===== src/sv/mfnv_pkg.sv =====
// Types, constants and helper functions of the multi-seed FNV-1a hasher.
package mfnv_pkg;

    localparam logic [31:0] FNV_BASIS  = 32'd2166136261;
    localparam logic [31:0] FNV_PRIME  = 32'd16777619;
    localparam int          WORD_COUNT = 8;

    typedef struct packed {
        logic [7:0] data_byte;
        logic       last_byte;
    } in_t;

    typedef struct packed {
        logic [31:0] digest_word0;
        logic [31:0] digest_word1;
        logic [31:0] digest_word2;
        logic [31:0] digest_word3;
        logic [31:0] digest_word4;
        logic [31:0] digest_word5;
        logic [31:0] digest_word6;
        logic [31:0] digest_word7;
    } out_t;

    typedef struct packed {
        logic step;
        logic reseed;
    } lane_ctrl_t;

    // Seed of lane h: basis + h * prime, mod 2^32.
    function automatic logic [31:0] seed_of(input int unsigned h);
        logic [63:0] sum;
        sum = 64'(FNV_BASIS) + 64'(h) * 64'(FNV_PRIME);
        return sum[31:0];
    endfunction

    // One FNV-1a round: xor the byte in, multiply by the prime, mod 2^32.
    function automatic logic [31:0] fnv_step(input logic [31:0] hash, input logic [7:0] b);
        logic [31:0] x;
        x = hash ^ {24'd0, b};
        return x * FNV_PRIME;
    endfunction

endpackage


===== src/sv/mfnv_lane.sv =====
// One FNV-1a hash lane: running state register and its per-byte update.
module mfnv_lane #(
    parameter logic [31:0] SEED = 32'd2166136261
) (
    input  logic                 aclk,
    input  logic                 aresetn,
    input  mfnv_pkg::lane_ctrl_t ctrl,
    input  logic [7:0]           in_byte,
    output logic [31:0]          hash_new
);

    logic [31:0] hash_reg;
    logic [31:0] hash_next;

    assign hash_new = mfnv_pkg::fnv_step(hash_reg, in_byte);

    always_comb begin
        hash_next = hash_reg;
        if (ctrl.step) begin
            hash_next = ctrl.reseed ? SEED : hash_new;
        end
    end

    always_ff @(posedge aclk) begin
        if (!aresetn) begin
            hash_reg <= SEED;
        end else begin
            hash_reg <= hash_next;
        end
    end

endmodule


===== src/sv/multi_seed_fnv1a_hash.sv =====
// Top level of the multi-seed FNV-1a hasher: input register, lanes, digest register.
// A final byte passes from the input register into the digest register, whose valid bit drives m_valid.
// Throughput: one byte per cycle while no final byte waits on a full digest register; one constant multiply per lane.
// A stalled digest holds one message byte in the input register before s_ready drops.
// Reset (aresetn low, synchronous): both registers empty, every lane back at its seed.
module multi_seed_fnv1a_hash #(
    parameter int HASH_LANES = 8
) (
    input  logic           aclk,
    input  logic           aresetn,
    input  logic           s_valid,
    output logic           s_ready,
    input  mfnv_pkg::in_t  s_payload,
    output logic           m_valid,
    input  logic           m_ready,
    output mfnv_pkg::out_t m_payload
);

    localparam int ActiveLanes =
        (HASH_LANES < mfnv_pkg::WORD_COUNT) ? HASH_LANES : mfnv_pkg::WORD_COUNT;

    // Input register: one byte transaction waiting for the lanes.
    mfnv_pkg::in_t  in_reg;
    logic           in_valid_reg;
    logic           in_valid_next;

    // Digest register: one result transaction waiting for the sink.
    mfnv_pkg::out_t out_reg;
    mfnv_pkg::out_t out_next;
    logic           out_valid_reg;
    logic           out_valid_next;

    logic                 out_free;
    logic                 advance;
    logic                 s_take;
    mfnv_pkg::lane_ctrl_t lane_ctrl;
    logic [31:0]          lane_word [mfnv_pkg::WORD_COUNT];

    // The digest slot is free when empty or drained this cycle. An ordinary byte
    // never needs it, so only a final byte can stall in the input register.
    assign out_free = !out_valid_reg || m_ready;
    assign advance  = in_valid_reg && (!in_reg.last_byte || out_free);
    assign s_ready  = !in_valid_reg || advance;
    assign s_take   = s_valid && s_ready;

    assign lane_ctrl.step   = advance;
    assign lane_ctrl.reseed = in_reg.last_byte;

    // Lanes: those beyond the lane count report zero.
    for (genvar h = 0; h < mfnv_pkg::WORD_COUNT; h++) begin : g_lane
        if (h < ActiveLanes) begin : g_on
            mfnv_lane #(
                .SEED(mfnv_pkg::seed_of(h))
            ) u_lane (
                .aclk    (aclk),
                .aresetn (aresetn),
                .ctrl    (lane_ctrl),
                .in_byte (in_reg.data_byte),
                .hash_new(lane_word[h])
            );
        end else begin : g_off
            assign lane_word[h] = '0;
        end
    end

    assign in_valid_next = s_take || (in_valid_reg && !advance);

    always_comb begin
        out_next       = out_reg;
        out_valid_next = out_valid_reg && !m_ready;
        if (advance && in_reg.last_byte) begin
            out_valid_next         = 1'b1;
            out_next.digest_word0  = lane_word[0];
            out_next.digest_word1  = lane_word[1];
            out_next.digest_word2  = lane_word[2];
            out_next.digest_word3  = lane_word[3];
            out_next.digest_word4  = lane_word[4];
            out_next.digest_word5  = lane_word[5];
            out_next.digest_word6  = lane_word[6];
            out_next.digest_word7  = lane_word[7];
        end
    end

    always_ff @(posedge aclk) begin
        if (!aresetn) begin
            in_valid_reg  <= 1'b0;
            out_valid_reg <= 1'b0;
        end else begin
            in_valid_reg  <= in_valid_next;
            out_valid_reg <= out_valid_next;
        end
    end

    // Payload registers, no reset needed.
    always_ff @(posedge aclk) begin
        if (s_take) begin
            in_reg <= s_payload;
        end
        out_reg <= out_next;
    end

    assign m_valid   = out_valid_reg;
    assign m_payload = out_reg;

endmodule


===== config.mk =====
export PLATFORM = sky130hd
export DESIGN_NAME = multi_seed_fnv1a_hash
export DESIGN_NICKNAME = d
export VERILOG_FILES = /design/src/sv/mfnv_pkg.sv /design/src/sv/mfnv_lane.sv /design/src/sv/multi_seed_fnv1a_hash.sv
export SDC_FILE = /design/constraint.sdc
export NUM_CORES = 2
export LEC_CHECK = 0
export BUFFER_PORTS_ARGS = -buffer_cell sky130_fd_sc_hd__buf_2
export CORE_MARGIN = 2
export CORE_UTILIZATION = 45
export CTS_CLUSTER_SIZE = 28
export DETAILED_ROUTE_END_ITERATION = 10
export MAX_ROUTING_LAYER = met4
export SLEW_MARGIN = 5
export SYNTH_ARGS = -nofsm -noshare
export SYNTH_HDL_FRONTEND = slang
export SYNTH_SLANG_ARGS = --single-unit
export TNS_END_PERCENT = 50

===== constraint.sdc =====
create_clock -name aclk -period 10.7 [get_ports aclk]
set_input_delay 0.535 -clock aclk [delete_from_list [all_inputs] [get_ports aclk]]
set_output_delay 0.535 -clock aclk [all_outputs]
set_load 0.01 [all_outputs]

# Yosys cells after proc, flatten, opt, wreduce, memory -nomap -nowiden
# Cells that the tools add are included.
[word_totals]
register_bits = 523
in_bits = 13
[op_classes]
multipliers = 8
muxes = 9
n_bitwise = 8
reduce_logical = 14
[ops]
columns = ["op", "count"]
rows = [
  ["32-bit by 25-bit multiplier with 32-bit output, second input constant", 8],
  ["32-bit 2-to-1 mux", 8],
  ["32-bit by 8-bit XOR with 32-bit output", 8],
  ["1-bit logical AND", 5],
  ["1-bit logical NOT", 5],
  ["1-bit logical OR", 4],
  ["1-bit 2-to-1 mux", 1],
]

# Longest topological paths before layout
[logic_depth]
word_depth = 7
mapped_depth = 25
mapped_depth_nobuf = 24

# Modules after synthesis
# A second synthesis with hierarchy kept.
[unflattened]
hier_cells = 6232
hier_area_um2 = 63718.6
[by_module_without_submodules]
columns = ["module", "instances", "cells_each", "area_per_inst_um2", "seq_area_each_um2"]
rows = [
  ["multi_seed_fnv1a_hash", 1, 277, 8074.0, 7997.7],
  ["mfnv_lane at g_lane[4].g_on.u_lane", 1, 745, 7068.0, 640.6],
  ["mfnv_lane at g_lane[0].g_on.u_lane", 1, 756, 7053.0, 640.6],
  ["mfnv_lane at g_lane[6].g_on.u_lane", 1, 754, 7030.5, 640.6],
  ["mfnv_lane at g_lane[2].g_on.u_lane", 1, 767, 7024.2, 640.6],
  ["mfnv_lane at g_lane[1].g_on.u_lane", 1, 743, 6960.4, 640.6],
  ["mfnv_lane at g_lane[3].g_on.u_lane", 1, 750, 6941.7, 640.6],
  ["mfnv_lane at g_lane[7].g_on.u_lane", 1, 725, 6825.3, 640.6],
  ["mfnv_lane at g_lane[5].g_on.u_lane", 1, 715, 6741.5, 640.6],
]

# Worst setup path after synthesis
# OpenSTA, ideal clock, no wires.
[synth_timing]
path_type = "input-to-reg"
startpoint = "input port m_ready"
endpoint = "register g_lane[3].g_on.u_lane.hash_reg[31]"
setup_time_ns = 0.078
t_arrival_ns = 7.800
t_required_ns = 10.622
slack_ns = 2.822
cell_stages = 8
cell_sequence = "nor2b_1 -> nand2_1 -> and3_1 -> nand2b_1 -> nor2_1 -> clkbuf_1 -> and3_1 -> nor3_1"
[synth_via]
elab_chain_cells = 3
[synth_rtl]
columns = ["item", "line_no", "text"]
rows = [
  ["from (decl)", "multi_seed_fnv1a_hash.sv:15", "input logic m_ready,"],
  ["1-bit logical OR", "multi_seed_fnv1a_hash.sv:41", "assign out_free = !out_valid_reg || m_ready;"],
  ["1-bit logical OR", "multi_seed_fnv1a_hash.sv:42", "assign advance = in_valid_reg && (!in_reg.last_byte || out_free);"],
  ["1-bit logical AND", "multi_seed_fnv1a_hash.sv:42", ""],
  ["to (signal assigned)", "mfnv_lane.sv:28", "hash_reg <= hash_next;"],
  ["to (decl)", "mfnv_lane.sv:12", "logic [31:0] hash_reg;"],
]
# Every way passes these cells.
# A chain may end at the register's enable or synchronous reset.

# Final worst setup path
[layout_timing]
startpoint = "register in_reg[5] (netlist name)"
endpoint = "register out_reg, in the netlist m_payload[31], data pin"
[layout_via]
elab_chain_cells = 2
[layout_rtl]
columns = ["item", "line_no", "text"]
rows = [
  ["from (decl)", "multi_seed_fnv1a_hash.sv:23", "mfnv_pkg::in_t in_reg;"],
  ["from (signal assigned)", "multi_seed_fnv1a_hash.sv:97", "in_reg <= s_payload;"],
  ["32-bit by 8-bit XOR with 32-bit output", "mfnv_pkg.sv:39", "x = hash ^ {24'd0, b};"],
  ["32-bit by 25-bit multiplier with 32-bit output", "mfnv_pkg.sv:40", "return x * FNV_PRIME;"],
  ["via g_lane[7].g_on.u_lane.hash_new[31]", "mfnv_lane.sv:9", "output logic [31:0] hash_new"],
  ["to (signal assigned)", "multi_seed_fnv1a_hash.sv:99", "out_reg <= out_next;"],
  ["to (decl)", "multi_seed_fnv1a_hash.sv:28", "mfnv_pkg::out_t out_reg;"],
]
# The timed path passes the listed nets, and every way through them passes these cells.

==> results_dict.tcl <==
set metrics [dict create \
    clockRootBuffer "clkbuf_16" \
    synth_cell_types 70 \
    drv_cap 0 \
    final_cell_mix "1472 x ha_1, 1382 x inv_1, 590 x fa_1" \
    grt_util_all_layers_pct 24.19 \
    rsz0062_at_grt "false" \
    grt_pass1_wl_um 254000 \
    drc 0 \
    slowest_delay_ps 1190 \
    synthesis.nets 8116 \
    worstMarginPinSlew_ps 1268 \
    clkTransAtPathRegs_ps 60 \
    first_iter_violations 2131 \
    place_congestion 0.8980 \
    worst_ep_required_time_ps 11110 \
    syn_area_um2 61550 \
    avgSynthCellArea_um2 10.19 \
    run_status "complete, no violations" \
    grt_overflow 0 \
    viasPerCell 5.193 \
    finalSetupViolations 0 \
    slew_viol_final 0 \
    crit_fanout 13 \
    clkSinkCount 523 \
    fin_crit_sh_pct 68.40 \
    max_freq_ghz 0.1366 \
    yosysSeqAreaShare_pct 21.32 \
    clkLatencyLatePin_ps 670 \
    drtAntennaViolNets 0 \
    arrival_ps 7720 \
    grt_max_degree 69 \
    start_util_pct 45.38 \
    io-pin-count 271 \
    final_net_count 8391 \
    yosys.area.top_type "ha_1" \
    relSlewSlack_pct 15.45 \
    cts_setup_buffers 0 \
    synthArstFlopShare_pct 0 \
    drive_above_1_share_pct 7.004 \
    numCtsBuffers 68 \
    crit_path_start_kind "flop" \
    yosysTopAreaCellShare_pct 29.92 \
    critPathKind "flop to flop" \
    ys_ff_latch 523 \
    cts_tree "done" \
    ctsResizeCount 0 \
    core_um2 135600 \
    hold_class "input port to flop" \
    post-route-min-period_ps 7319 \
    area_growth_syn_to_layout_pct 9.539 \
    antenna_found_initial 7 \
    final_common_cell "ha_1" \
    synth-edff-count 265 \
    yosysWarnings 0 \
    fin_skew_ps 36.13 \
    die_w_um 373.8 \
    synth_area_leaders "ha_1 30%, fa_1 19%, edfxtp_1 13%" \
    std_cell_rows 135 \
    cpMaxStageDelayCell "edfxtp_1" \
    die_y_um 373.8 \
    synthFlopType "edfxtp_1" \
    grt_pass1_vias 44240 \
    htreeDepth 3 \
    wirelength_um 160600 \
    wire_per_inst_um 19.70 \
    dieArea_um2 139700 \
    num_vias 42330 \
    cp-end-kind "flop" \
    final_hold_viol_count 0 \
    ctsHoldBuffers 0 \
    path_common_cell "ha_1" \
    synth_cells 6041 \
    dp_hpwl_um 126300 \
    drt_pre_antenna_iters 5 \
    portBuffers 270 \
    clock_path_buffers 3 \
    finalSetupTns_ps 0 \
    crit_chain "xor2_1 -> ha_1 -> ha_1 -> fa_1 -> ha_1 -> fa_1 -> ha_1 -> inv_1 -> fa_1 -> inv_1 -> ha_1 -> nand3_1 -> nor2_1 -> nand2_1 -> a211oi_1 -> o21ai_0 -> o2111ai_1 -> o211ai_1 -> o2111ai_1 -> mux2i_1 -> nand2_1" \
]
## synth_stat cells, drive strengths merged, types with 4 or more instances
cell	number
nand3b	17
edfxtp	265
inv	1382
nand4	15
a22oi	68
a32o	5
nor2b	91
o21a	24
nor3b	5
a2bb2oi	4
and3	28
and2	30
o31ai	11
buf	18
ha	1472
nand2	267
a21boi	23
nand3	110
a22o	53
clkbuf	84
o22ai	6
a21oi	178
xor2	166
nor4	4
dfxtp	258
fa	590
or4	4
a31oi	17
o21ai	102
a211o	10
a211oi	23
o41ai	4
nand2b	26
o211ai	20
or3	12
xnor2	271
o2111ai	11
a21o	95
nor3	33
o21bai	27
nor2	159
a2111oi	6
or2	8
## stage by stage
stage | area [µm²] | instances | hold WS (ps) | util, % | worst slack (ps)
detailed placement | 65060 | 8027 | 470.6 | 47.97 | 3384
global route | 67410 | 8150 | 28.04 | 49.70 | 2926
CTS | 67410 | 8149 | 1.039 | 49.70 | 3349
finish | 67420 | 8152 | 58.73 | 49.70 | 3381
global placement | 65060 | 8027 | 463.3 | 47.97 | 3480
floorplan | 61550 | 6041 | 452.8 | - | 2822
## worst max-delay path, delay by kind of cell, from the launching register on
kind | cells | cell delay, ps
XOR/XNOR | 1 | 630
flip-flops | 1 | 1190
buffers and inverters | 2 | 90
AND/OR/NAND/NOR | 4 | 400
adder cells (fa/ha/maj) | 8 | 2920
AO/OA/AOI/OAI | 5 | 1580
multiplexers | 1 | 270
## worst paths after layout
kind | start | end | slack [ps] | depth (start not counted)
worst max-delay path | in_reg[5] | m_payload[31] | 3380 | 21
worst min-delay path | s_payload[2] | in_reg[2] | 60 | 1
worst max register to register | in_reg[5] | m_payload[31] | 3380 | 21
worst min register to register | g_lane[1].g_on.u_lane.hash_reg[5] | g_lane[1].g_on.u_lane.hash_reg[5] | 480 | 2
## per-layer routing
| layer | track usage (%) | up-vias | part of all wire [%] |
|---|---|---|---|
| met5 | - | - | 0 |
| met4 | 6.860 | 0 | 2.7 |
| met2 | 39.13 | 814 | 47 |
| met3 | 2.657 | 176 | 4.3 |
| li1 | - | 20440 | - |
| met1 | 32.08 | 20900 | 46 |
## layout make-up
class,count,area [µm²]
diodes,3,7.507
fillers,12610,68220
well taps,1781,2228
clock inverters,43,490.5
flip-flops and latches,523,13120
multi-input cells,4034,42890
repair buffers,307,1632
clock buffers,79,1857
inverters,1382,5187
## cells by family (layout without fill, tap and decap cells)
group,Yosys count,after routing,synth area share [%]
AO/OA/AOI/OAI,719,719,7.926
XOR/XNOR,437,437,6.219
adder cells (fa/ha/maj),2062,2062,49.12
buffers and inverters,1484,1811,9.059
flip-flops,523,523,21.32
multiplexers,3,3,0.04879
other,0,3,0
AND/OR/NAND/NOR,813,813,6.310
Power is not shown: default switching activity piles up to over one toggle a cycle in this logic, so the estimate is an artifact.
